**config.mk**
```make
export PLATFORM = sky130hd
export DESIGN_NAME = ieee_double_legacy48_float_converter_core
export DESIGN_NICKNAME = d
export VERILOG_FILES = /design/src/rtl/idl48_pkg.sv /design/src/rtl/ieee_double_legacy48_float_converter_core.sv
export SDC_FILE = /design/constraint.sdc
export NUM_CORES = 1
export LEC_CHECK = 0
export BUFFER_PORTS_ARGS = -buffer_cell sky130_fd_sc_hd__clkbuf_2
export CAP_MARGIN = 25
export CELL_PAD_IN_SITES_DETAIL_PLACEMENT = 0
export CELL_PAD_IN_SITES_GLOBAL_PLACEMENT = 2
export CORE_ASPECT_RATIO = 0.9
export CORE_MARGIN = 3
export CORE_UTILIZATION = 40
export CTS_CLUSTER_SIZE = 10
export DETAILED_ROUTE_END_ITERATION = 10
export PLACE_DENSITY_LB_ADDON = 0.1
export SYNTH_ARGS = -nofsm -noshare
export SYNTH_HDL_FRONTEND = slang
export SYNTH_SLANG_ARGS = --single-unit
```
**constraint.sdc**
```tcl
create_clock -name clk_i -period 12 [get_ports clk_i]
set_input_delay 1.2 -clock clk_i [delete_from_list [all_inputs] [get_ports clk_i]]
set_output_delay 1.2 -clock clk_i [all_outputs]
set_load 0.005 [all_outputs]
```
**src/rtl/idl48_pkg.sv**
```systemverilog
// Shared constants for the IEEE double / 48-bit legacy float converter.
// No dependencies.
package idl48_pkg;

  localparam int unsigned MantBits = 40;
  localparam int unsigned MantW    = 41;
  localparam int unsigned ExpW     = 7;
  localparam int unsigned WordW    = 48;
  localparam int unsigned DataW    = 64;

  localparam logic [WordW-1:0] SatPos   = 48'hFEFF_FFFF_FFFF;
  localparam logic [WordW-1:0] SatNeg   = 48'hFF00_0000_0000;
  localparam logic [WordW-1:0] ZeroWord = 48'h8000_0000_0000;

  localparam logic [1:0] StNormal = 2'd0;
  localparam logic [1:0] StFlush  = 2'd1;
  localparam logic [1:0] StSat    = 2'd2;
  localparam logic [1:0] StNan    = 2'd3;

  localparam logic ModeToLegacy = 1'b0;
  localparam logic ModeToIeee   = 1'b1;

endpackage

```
**src/rtl/ieee_double_legacy48_float_converter_core.sv**
```systemverilog
// IEEE double <-> 48-bit legacy float converter, one beat per cycle.
// Uses idl48_pkg.
//
// Usage:
//   A beat (mode_i, operand_i) is taken at each rising edge with start_i
//   high and busy_o low. busy_o is tied low: a beat may enter every cycle.
//   Mode 0 turns IEEE double bits into a legacy word (bits 47..0 of
//   result_o), mode 1 turns the low 48 operand bits into IEEE double bits.
//   status_o: 0 normal, 1 flushed, 2 saturated, 3 NaN (mode 1 gives 0).
// Pipeline: operand register, then one pass of conversion logic into the
//   result register; done_o pulses for one cycle as the result register loads.
// Throughput: one beat per cycle, bounded only by the single conversion
//   pass between the two registers.
// Reset: rst_ni (async, low) clears the valid pipeline; no beat in flight
//   is delivered.
// The receiver cannot stall; each result is shown for exactly one cycle.
module ieee_double_legacy48_float_converter_core (
  input  logic        clk_i,
  input  logic        rst_ni,
  input  logic        start_i,
  output logic        busy_o,
  input  logic        mode_i,
  input  logic [63:0] operand_i,
  output logic        done_o,
  output logic [63:0] result_o,
  output logic [1:0]  status_o
);

  logic        vld_q;
  logic        mode_q;
  logic [63:0] op_q;
  logic        done_q;
  logic [63:0] res_q, res_d;
  logic [1:0]  st_q, st_d;

  assign busy_o = 1'b0;

  // forward path
  logic        f_neg;
  logic [10:0] f_bexp;
  logic [51:0] f_frac;
  logic [52:0] f_sig;
  logic [40:0] f_w;
  logic [11:0] f_ex;    // signed, ex = bexp - 1022 (+1)
  logic [40:0] f_mant;
  logic [47:0] f_word;
  logic [1:0]  f_st;

  // reverse path
  logic [6:0]  r_e;
  logic [40:0] r_m, r_a, r_norm;
  logic        r_neg;
  logic [5:0]  r_p;
  logic [10:0] r_bexp;
  logic [63:0] r_res;

  always_comb begin
    f_neg  = op_q[63];
    f_bexp = op_q[62:52];
    f_frac = op_q[51:0];
    f_sig  = {1'b1, f_frac};
    f_w    = {1'b0, f_sig[52:13]} + {40'd0, f_sig[12]};
    f_ex   = $signed({1'b0, f_bexp}) - 12'sd1022;
    if (!f_neg && f_w[40]) begin
      f_w  = {1'b0, f_w[40:1]};
      f_ex = f_ex + 12'd1;
    end
    f_mant = f_neg ? (41'd0 - f_w) : f_w;
    f_word = 48'd0;
    f_st   = idl48_pkg::StNormal;
    if (f_bexp == 11'h7FF) begin
      if (f_frac != 52'd0) begin
        f_word = idl48_pkg::SatPos;
        f_st   = idl48_pkg::StNan;
      end else begin
        f_word = f_neg ? idl48_pkg::SatNeg : idl48_pkg::SatPos;
        f_st   = idl48_pkg::StSat;
      end
    end else if (f_bexp == 11'd0) begin
      if (f_frac == 52'd0) begin
        f_word = idl48_pkg::ZeroWord;
      end else begin
        f_st = idl48_pkg::StFlush;
      end
    end else if ($signed(f_ex) < -12'sd64) begin
      f_st = idl48_pkg::StFlush;
    end else if ($signed(f_ex) > 12'sd63) begin
      f_word = f_neg ? idl48_pkg::SatNeg : idl48_pkg::SatPos;
      f_st   = idl48_pkg::StSat;
    end else begin
      f_word = {f_ex[6:0] + 7'd64, f_mant};
    end
  end

  always_comb begin
    r_e   = op_q[47:41];
    r_m   = op_q[40:0];
    r_neg = r_m[40];
    r_a   = r_neg ? (41'd0 - r_m) : r_m;
    r_p   = 6'd0;
    for (int i = 0; i < idl48_pkg::MantW; i++) begin
      if (r_a[i]) r_p = 6'(i);
    end
    r_norm = r_a << (6'd40 - r_p);
    r_bexp = {5'd0, r_p} + {4'd0, r_e} + 11'd919;
    r_res  = {r_neg, r_bexp, r_norm[39:0], 12'd0};
    if (r_m == 41'd0) r_res = 64'd0;
  end

  always_comb begin
    if (mode_q == idl48_pkg::ModeToIeee) begin
      res_d = r_res;
      st_d  = idl48_pkg::StNormal;
    end else begin
      res_d = {16'd0, f_word};
      st_d  = f_st;
    end
  end

  always_ff @(posedge clk_i or negedge rst_ni) begin
    if (!rst_ni) begin
      vld_q  <= 1'b0;
      done_q <= 1'b0;
    end else begin
      vld_q  <= start_i & ~busy_o;
      done_q <= vld_q;
    end
  end

  always_ff @(posedge clk_i) begin
    if (start_i && !busy_o) begin
      mode_q <= mode_i;
      op_q   <= operand_i;
    end
    if (vld_q) begin
      res_q <= res_d;
      st_q  <= st_d;
    end
  end

  assign done_o   = done_q;
  assign result_o = res_q;
  assign status_o = st_q;

endmodule

```
# Yosys cells after proc, flatten, opt, wreduce, memory -nomap -nowiden
# Cells that the tools add are included.
dict set report totals {
  reg_bits 133
  latchBits 0
  ramBits 0
  mem_bits_ro 0
  inputBits 68
  output_inout_bits 68
  elab_cells 87
  mem_count 0
}
dict set report classes {
  add_sub_neg 9
  n_mul 0
  n_div 0
  magnitude_cmp 2
  eq_ne 1
  n_shift 1
  muxes 59
  bitwise 1
  n_reduce_logical 7
}
# cell count
set ops {}
lappend ops {{2-to-1 mux 48 bit} 7}
lappend ops {{2-to-1 mux 6 bit} 39}
lappend ops {{2-to-1 mux 41 bit} 5}
lappend ops {{subtractor 1 x 41 -> 41 bit, first input constant} 2}
lappend ops {{logical NOT 52 bit} 1}
lappend ops {{nonzero test 52 bit} 1}
lappend ops {{adder 40 x 1 -> 41 bit} 1}
lappend ops {{logical NOT 41 bit} 1}
lappend ops {{left shift 41 x 6 -> 40 bit} 1}
lappend ops {{adder 12 x 1 -> 12 bit, second input constant} 1}
lappend ops {{greater-than comparator 12 x 7 -> 1 bit, second input constant} 1}
lappend ops {{less-than comparator 12 x 7 -> 1 bit, second input constant} 1}
lappend ops {{2-to-1 mux 12 bit} 1}
lappend ops {{subtractor 11 x 10 -> 12 bit, second input constant} 1}
lappend ops {{adder 8 x 10 -> 11 bit, second input constant} 1}
lappend ops {{== test 11 bit, second input constant} 1}
lappend ops {{logical NOT 11 bit} 1}
lappend ops {{adder 6 x 7 -> 8 bit} 1}
lappend ops {{2-to-1 mux 2 bit} 4}
lappend ops {{adder 7 bit, second input constant} 1}
lappend ops {{subtractor 6 bit, first input constant} 1}
lappend ops {{2-to-1 mux 1 bit} 3}
lappend ops {{OR reduction 2 bit} 1}
lappend ops {{logical AND 1 bit} 1}
lappend ops {{other kinds (2)} 2}

# Logic depth before layout (Yosys ltp)
# Gate-level depths: netlist of run 1.
dict set report depth {
  ltp_word 46
  depth_mapped 29
  mapped_depth_nobuf 23
}

# Least setup slack after synthesis of run 1
# OpenSTA, ideal clock, no wires.
dict set report synth_path {
  path_type {reg-to-reg}
  from {register op_q[5]}
  to {register res_q[50] (netlist: result_o[50]), data pin}
  setup_ps 134
  arrival_time_ps 6481
  required_time_ps 11866
  path_slack_ps 5385
  stages_incl_launch_ff 27
  path_buffers 7
  synth_period_minus_slack_ps 6615
  path_cell_list {edfxtp_1 buf_6 or4_1 buf_2 or4_1 buf_4 o41ai_4 mux2_2 o311a_1 a211oi_2 or3b_1 buf_2 and2_4 nor2_4 inv_2 buf_6 ha_1 buf_1 clkinv_1 nor2_1 a32oi_2 or3b_1 buf_6 mux2_4 mux4_2 o32a_1 nand3_1}
}
dict set report synth_between {
  elab_chain_len 40
  elab_cells_between_ends 42
  classes_between {add/sub (2); shift (1); mux (37); reduce/logical (2)}
}
# item line
set synth_lines {}
lappend synth_lines {{start: declaration} ieee_double_legacy48_float_converter_core.sv:31} ;# logic [63:0] op_q;
lappend synth_lines {{start signal: assignment} ieee_double_legacy48_float_converter_core.sv:133} ;# op_q <= operand_i;
lappend synth_lines {{subtractor 1 x 41 -> 41 bit} ieee_double_legacy48_float_converter_core.sv:99} ;# r_a = r_neg ? (41'd0 - r_m) : r_m;
lappend synth_lines {{2-to-1 mux 41 bit} ieee_double_legacy48_float_converter_core.sv:99}
lappend synth_lines {{2-to-1 mux 6 bit (36 in a row)} ieee_double_legacy48_float_converter_core.sv:102} ;# if (r_a[i]) r_p = 6'(i);
lappend synth_lines {{subtractor 6 bit} ieee_double_legacy48_float_converter_core.sv:104} ;# r_norm = r_a << (6'd40 - r_p);
lappend synth_lines {{left shift 41 x 6 -> 40 bit} ieee_double_legacy48_float_converter_core.sv:104}
lappend synth_lines {{end signal: assignment} ieee_double_legacy48_float_converter_core.sv:136} ;# res_q <= res_d;
lappend synth_lines {{end: declaration} ieee_double_legacy48_float_converter_core.sv:33} ;# logic [63:0] res_q, res_d;
# Several ways; a longest one is shown, not always the timed one.
# A chain may end at the register's enable or synchronous reset.

# Worst setup path in the final report of run 1
dict set report layout_path {
  from {register op_q[0]}
  to {register res_q[42] (netlist: result_o[42]), data pin}
}
dict set report layout_between {
  elab_chain_len 46
  elab_cells_between_ends 47
  classes_between {add/sub (2); shift (1); mux (43); reduce/logical (1)}
}
# item line
set layout_lines {}
lappend layout_lines {{subtractor 1 x 41 -> 41 bit} ieee_double_legacy48_float_converter_core.sv:99}
lappend layout_lines {{2-to-1 mux 41 bit} ieee_double_legacy48_float_converter_core.sv:99}
lappend layout_lines {{2-to-1 mux 1 bit} ieee_double_legacy48_float_converter_core.sv:102}
lappend layout_lines {{2-to-1 mux 6 bit (39 in a row)} ieee_double_legacy48_float_converter_core.sv:102}
lappend layout_lines {{subtractor 6 bit} ieee_double_legacy48_float_converter_core.sv:104}
lappend layout_lines {{left shift 41 x 6 -> 40 bit} ieee_double_legacy48_float_converter_core.sv:104}
lappend layout_lines {{2-to-1 mux 48 bit *} ieee_double_legacy48_float_converter_core.sv:107} ;# if (r_m == 41'd0) r_res = 64'd0;
lappend layout_lines {{2-to-1 mux 48 bit *} ieee_double_legacy48_float_converter_core.sv:111} ;# if (mode_q == idl48_pkg::ModeToIeee) begin
lappend layout_lines {{net res_d[42]} ieee_double_legacy48_float_converter_core.sv:33}
# Mark *: on every way through the listed nets, which the timed path passes. The rest lies on a longest branch.

==> key figures, run 1 <==
Floorplan
  • FP Rows: 63
  • Initial core utilization: between 40% and 50%
  • Die extent in y: 181 um
  • Die Wd: around 200 um
  • Core area: approximately 33000 um^2
  • Number of top-level pins: roughly 140
  • Die ar.: about 36000 um^2

Final layout
  • Post-Layout Inst Area: around 15000 um^2
  • Nets: 1771
  • Layout area overhead: 10.4%
  • Post-layout util: roughly 45%
  • Share of layout cells above drive strength 1: ~16%
  • Fillers: 3355
  • Antenna cells: 0
  • Fin cells: 2147
  • Commonest non-fill, non-tap cell in the layout: nand2_1
  • Commonest non-fill, non-tap cells in the layout: nand2_1, clkbuf_2, edfxtp_1

Drt
  • Via/cell ratio: 6.28
  • Post-route DRC: 0
  • WL final: about 52000 um
  • Vias post-DR: around 13000
  • DRT Pass-1 Iters: 6
  • Initial DRC count: ~1500
  • Avg WL per Cell: between 20 and 25 um
  • Antenna viol nets, final: 0

Pwr
  • P_sw: around 900 uW
  • Sequential share of power: a little under a third
  • Power density over the cells: between 100 and 150 nW/um^2
  • Clock network fraction of design power: 24.7%
  • VDD IR max: about 0.14 mV
  • Leakage: ~0.0054 uW
  • P_int: around 1200 uW
  • Switching share of power: 42.6%
  • Combinational fraction of design power: between 40% and 50%

Placement
  • Global placement routability congestion: 0.969
  • DP HPWL: about 40000 um
  • Placed cell areas: 14400 um^2
  • Placed cell count: between 2000 and 2500
  • PortBufs: roughly 130
  • Place WS: roughly 3.5 ns

Yosys
  • Avg Cell Area, Syn: 8.28 um^2
  • Synth area leaders: edfxtp_1, xnor2_1, o21ai_0
  • Synth Warn #: 0
  • Post-synth ARST share: 1.50%
  • Flops & latches, synth: ~130
  • Syn Nets: 1727
  • Mapped cell area: approximately 14000 um^2
  • Area share of fa/ha/maj cells after synthesis: under 10%
  • Cells after synthesis: approximately 1600
  • Compound-Gate Fraction of Synth Area: between 20% and 30%
  • Synth cell types: about 110
  • Seq/Total Area, Yosys: 29.4%
  • Synth Flop Type: edfxtp_1
  • Post-Synth Simple-Gate Area: approximately 23%
  • Yosys top cell by area: edfxtp_1
  • Largest family of logic cells by synthesized area: compound AO/OA/AOI/OAI gates
  • Synth top area share: 29.1%
  • Mux share of post-synthesis cell area: under 10%
  • Post-synth EDFFs: around 130
  • Post-synthesis xor/xnor area fraction: 8.64%

Global route
  • Total GRT Usage: between 20 and 30%
  • First-pass GRT wire length: roughly 80000 um
  • Largest net degree at the start of global routing: roughly 70
  • Antenna violations before repair: 0
  • Total congestion overflow: 0
  • Vias in the first global route: between 10000 and 15000

Clock network
  • CTS max path bufs: 2
  • Clk slew on worst S/H paths: approximately 0.07 ns
  • Post-CTS Setup Inserts: 0
  • CTS buffer count: 17
  • Root Driver: clkbuf_16
  • CTS sink count: between 100 and 150
  • TritonCTS clock tree: yes
  • Clock latency on the worst-skew pair: approximately 0.46 ns
  • Htree depth: 4
  • Hold-fix buffers, CTS: 0
  • # resized after CTS: 0

STA
  • Top achievable clock speed: around 0.11 GHz
  • Setup_tns: 0 ns
  • Worst Skew: ~0.015 ns
  • Relative slew slack: 26.9%
  • Max-slew violations: 0
  • Worst Tran Pin Value: roughly 1.1 ns
  • Post-route clock period utilization: between 70% and 80%
  • Post-route setup slack: around 3.2 ns
  • Final Critical Period: between 8 and 9 ns
  • Final Hold Viols: 0
  • Final setup fails: 0
  • RSZ-0062 raised after global routing: false

Critical path
  • Startpoint types: flip-flop
  • CP required: 12.17 ns
  • WP data arrival: 8.97 ns
  • Reg-to-reg setup timing slack: approximately 3.2 ns
  • Reg2reg path depth: 24
  • Crit path kind: flip-flop to flip-flop
  • Bufs and invs on worst path: 5
  • Worst Path Max Fanout: 37
  • Critical-path cell list: inv_1, ha_1, nor4b_2, buf_4, nand4_1, o31ai_1, xor2_1, nand3_1, a211oi_2, or3b_1, and2_4, nor2_4, inv_2, ha_1, clkinv_1, nor2_1, a32oi_2, or3b_1, buf_4, mux2i_1, mux4_2, nor3_1, a31oi_1, o221ai_1
  • Worst path slowest cell: nand4_1
  • Setup crit end kind: flip-flop
  • Delay-heaviest family, CP: simple AND/OR/NAND/NOR gates
  • Reg-to-Reg Start: op_q[0]$_DFFE_PP_
  • R2r endpoint: result_o[42]$_DFFE_PP_
  • Slowest cell delay on critical path: about 0.70 ns

Run
  • Max-cap viol count: 0

Worst hold path
  • Worst hold path type: primary input to asynchronous set/reset pin

Outcome
  • Outcome: finished clean
## kinds of logic after synthesis
logic type	Yosys count
other	1
adders and majority gates	25
and+or+nand+nor	601
DFF	133
AOI/OAI and AO/OA	509
buffers and inverters	170
xor gates and xnor gates	131
muxes	65
## stage by stage
step | total power, uW | hold WS [ns]
floorplan | 1250 | 0.793
global placement | 1560 | 0.852
detailed placement | 1560 | 0.849
CTS | 2080 | 0.501
global route | 2200 | 0.504
finish | 2090 | 0.524
## cell usage after synthesis (all sizes together) (8+ instances only)
| cell type | n |
|---|---|
| mux2i | 48 |
| nand3 | 66 |
| buf | 48 |
| a21boi | 9 |
| a21oi | 95 |
| nand2b | 21 |
| o221ai | 14 |
| o41ai | 8 |
| a22oi | 10 |
| a211o | 8 |
| o31ai | 18 |
| o211ai | 33 |
| or2 | 16 |
| or3 | 27 |
| ha | 23 |
| xnor2 | 87 |
| o311ai | 8 |
| nor4 | 24 |
| clkbuf | 86 |
| xor2 | 44 |
| and3 | 19 |
| a21o | 15 |
| inv | 35 |
| o21ai | 137 |
| a31oi | 14 |
| a211oi | 28 |
| o22ai | 15 |
| nand2 | 144 |
| a41oi | 8 |
| edfxtp | 131 |
| o21a | 17 |
| mux2 | 12 |
| or4 | 17 |
| and2 | 21 |
| nor3 | 51 |
| nor2 | 132 |
| nand4 | 28 |
| nor2b | 8 |
## registers in the layout, indices dropped and copies added, names as in the netlist
name	cells
mode_q	1
done_o	1
vld_q	1
result_o	64
status_o	2
op_q	64
## cell type report
type / count / area, um^2 / area share, %
well taps: 455 / 569 / 3.81
clock inverters: 15 / 136 / 0.912
clock buffers: 17 / 425 / 2.85
multi-input cells: 1332 / 8840 / 59.1
flip-flops and latches: 133 / 3990 / 26.7
inverters: 36 / 135 / 0.904
repair buffers: 159 / 861 / 5.76
## worst max path at each step
stage	cells past startpoint	to	start	slack, ns
2_1_floorplan	26	result_o[50]$_SDFFCE_PP0P_	op_q[5]$_DFFE_PP_	5.38
3_3_place_gp	24	result_o[42]$_DFFE_PP_	op_q[0]$_DFFE_PP_	3.56
3_5_place_dp	23	result_o[48]$_SDFFCE_PP0P_	op_q[0]$_DFFE_PP_	3.49
4_1_cts	24	result_o[42]$_DFFE_PP_	op_q[0]$_DFFE_PP_	3.42
5_1_grt	24	result_o[42]$_DFFE_PP_	op_q[0]$_DFFE_PP_	2.73
6_report	24	result_o[42]$_DFFE_PP_	op_q[0]$_DFFE_PP_	3.20
## power by group through the flow
stage | clock network [uW] | logic (uW) | registers [uW]
global placement | 0 | 889 | 670
global route | 547 | 980 | 670
floorplan | 0 | 622 | 632
CTS | 527 | 890 | 661
detailed placement | 0 | 886 | 671
finish | 515 | 908 | 662
## worst register-to-register path, stage by stage, from the launching register on
cell and delay, ns:
edfxtp_1 0.64, inv_1 0.19, ha_1 0.32, nor4b_2 0.25
buf_4 0.22, nand4_1 0.70, o31ai_1 0.70, xor2_1 0.41
nand3_1 0.19, a211oi_2 0.41, or3b_1 0.58, and2_4 0.32
nor2_4 0.38, inv_2 0.24, ha_1 0.47, clkinv_1 0.26
nor2_1 0.10, a32oi_2 0.24, or3b_1 0.36, buf_4 0.27
mux2i_1 0.39, mux4_2 0.34, nor3_1 0.05, a31oi_1 0.31
o221ai_1 0.17
## routing by layer
metal	global-route usage [%]	vias up	wire length, um	part of all wire [%]
met5	0	-	0	0
met4	7.37	0	1260	2.4
met3	5.95	82	4270	8.2
met2	39.7	655	21500	41
met1	43.9	6462	24900	48
li1	-	6285	-	-
No activity file was read; power rests on OpenSTA's default activity.
==> run 2: changes to the inputs <==
CORE_UTILIZATION = 33   (was 40)
clock period = 7.2 ns   (was 12 ns; I/O delays follow)
==> run 2 against run 1 <==
Sequential power is 65% higher; core utilization decreased by 6.5 points; clock power up 75%; register-to-register slack lost 2.8 ns; critical path type unchanged.
==> key figures, run 2 (same netlist as run 1, synthesis figures left out) <==
Clock network
  • Root Driver: clkbuf_16
  • CTS sink count: between 100 and 150
  • Clk slew on worst S/H paths: 0.07 ns
  • TritonCTS clock tree: yes
  • Clock latency on the worst-skew pair: 0.48 ns
  • Htree depth: 4
  • CTS buffer count: 17
  • CTS max path bufs: 2
  • Post-CTS Setup Inserts: 0

STA
  • Relative slew slack: roughly 30%
  • WHS: slightly above 0.4 ns
  • Max-slew violations: 0
  • Worst Skew: 0.0107 ns
  • Post-route clock period utilization: 94.4%
  • Top achievable clock speed: roughly 0.15 GHz
  • Final Hold Viols: 0
  • Final Critical Period: around 7 ns
  • Setup_tns: 0 ns
  • Worst Tran Pin Value: roughly 1.0 ns
  • Final setup fails: 0

Global route
  • Total GRT Usage: between 20% and 30%
  • Antenna violations before repair: 0
  • Total congestion overflow: 0
  • First-pass GRT wire length: approximately 85000 um
  • Largest net degree at the start of global routing: 75
  • Vias in the first global route: between 10000 and 15000

Critical path
  • Bufs and invs on worst path: 2
  • CP required: between 7 and 8 ns
  • Slowest cell delay on critical path: approximately 0.77 ns
  • Worst Path Max Fanout: 14
  • Delay-heaviest family, CP: simple AND/OR/NAND/NOR gates
  • Critical-path cell list: or4_1, or4_1, o41ai_4, mux2_2, o311a_1, a211oi_2, or3b_1, and2_4, nor2_4, inv_2, ha_1, clkinv_1, nor2_1, a32oi_2, or3b_4, mux2i_1, mux2i_1, mux2i_1, mux2i_1, a211o_1
  • WP data arrival: about 7.0 ns
  • Worst path slowest cell: or4_1
  • Crit path kind: flip-flop to flip-flop
  • Setup crit end kind: flip-flop
  • Startpoint types: flip-flop
  • Most used cell, CP: mux2i_1

Worst hold path
  • Worst hold path type: primary input to flip-flop

Floorplan
  • Die ar.: about 44000 um^2
  • Die Wd: approximately 220 um
  • Initial core utilization: approximately a third
  • Number of top-level pins: approximately 140
  • Core area: 40000 um^2
  • FP Rows: between 60 and 70
  • Die extent in y: a little under 200 um

Outcome
  • Outcome: finished clean

Pwr
  • Total power: between 3000 and 4000 uW
  • VDD IR max: ~0.18 mV
  • Power density over the cells: roughly 230 nW/um^2
  • Leakage: 0.00563 uW

Drt
  • Post-route DRC: 0
  • DRT Pass-1 Iters: 6
  • Antenna viol nets, final: 0
  • Vias post-DR: 13500
  • WL final: between 50000 and 60000 um
  • Avg WL per Cell: 25.0 um
  • Via/cell ratio: between 5 and 6
  • Initial DRC count: ~1500

Placement
  • PortBufs: 134
  • DP HPWL: 44400 um
  • Global placement routability congestion: slightly above 0.9

Final layout
  • Commonest non-fill, non-tap cell in the layout: nand2_1
  • Share of layout cells above drive strength 1: between 10% and 20%
  • Commonest non-fill, non-tap cells in the layout: nand2_1, clkbuf_2, edfxtp_1
  • Antenna cells: 0
  • Nets: between 1500 and 2000
  • Layout area overhead: 13.8%
  • Fillers: approximately 4100

Run
  • Max-cap viol count: 0
==> run 2: changes by cell type in the layout (fill, tap and decap cells not counted), sizes merged <==
cell | previous run | this run
clkinv | 3 | 1
buf | 26 | 68
clkinvlp | 3 | 4
dlygate4sd3 | 0 | 1
bufinv | 0 | 1
==> run 2: worst reg2reg max path, cell delays in order (launching register included) <==
cell	delay, ns
edfxtp_1	0.47
or4_1	0.71
or4_1	0.77
o41ai_4	0.51
mux2_2	0.40
o311a_1	0.14
a211oi_2	0.37
or3b_1	0.41
and2_4	0.16
nor2_4	0.08
inv_2	0.04
ha_1	0.19
clkinv_1	0.17
nor2_1	0.10
a32oi_2	0.25
or3b_4	0.51
mux2i_1	0.35
mux2i_1	0.15
mux2i_1	0.32
mux2i_1	0.14
a211o_1	0.32
==> run 2: repair_timing <==
item                                    CTS  global route
endpoints found under the hold margin     2             0
hold buffers                              1             0
gates resized for setup                   0             1
endpoints found under the setup margin    0             1
==> run 2: area by class of cell <==
| cell class | count | area [um^2] | share of cell area (%) |
|---|---|---|---|
| Clock buffer | 17 | 425 | 2.76 |
| Clock inverter | 15 | 158 | 1.02 |
| Inverter | 36 | 135 | 0.877 |
| Multi-Input combinational cell | 1332 | 8840 | 57.4 |
| Sequential cell | 133 | 3990 | 25.9 |
| Tap cell | 532 | 666 | 4.32 |
| Timing Repair Buffer | 202 | 1200 | 7.78 |
==> run 2: power by group <==
part	total (uW)	leakage [uW]	switching [uW]	internal (uW)
registers	1090	0.00130	99.3	989
clock network	902	0.000276	413	489
logic	1600	0.00406	1010	590
==> run 2: final timing paths <==
kind | start | end | slack (ns) | cells past startpoint
max | op_q[8]$_DFFE_PP_ | result_o[43]$_DFFE_PP_ | 0.40 | 20
min | operand_i[0] | op_q[0]$_DFFE_PP_ | 0.41 | 1
max in group asynchronous | rst_ni | vld_q$_DFF_PN0_ | 6.54 | 2
min reg2reg | mode_q$_DFFE_PP_ | result_o[9]$_SDFFCE_PP0P_ | 0.88 | 2
min in group asynchronous | rst_ni | done_o$_DFF_PN0_ | 0.56 | 2
max reg2reg | op_q[8]$_DFFE_PP_ | result_o[43]$_DFFE_PP_ | 0.40 | 20
==> run 2: metal layers <==
metal	share of wire, %	global-route usage, %
met1	49	39.2
met2	43	38.5
met3	6.7	4.45
met4	1.9	6.72
met5	0	0
==> run 2: metrics by stage <==
stage               area (um^2)  cells  worst slack (ns)  util (%)
detailed placement        14800   2234             0.329      37.1
global route              15400   2267          -0.00223      38.5
floorplan                 13500   1635             0.585         -
global placement          14800   2234             0.396      37.1
finish                    15400   2267             0.401      38.5
CTS                       15400   2267             0.301      38.5
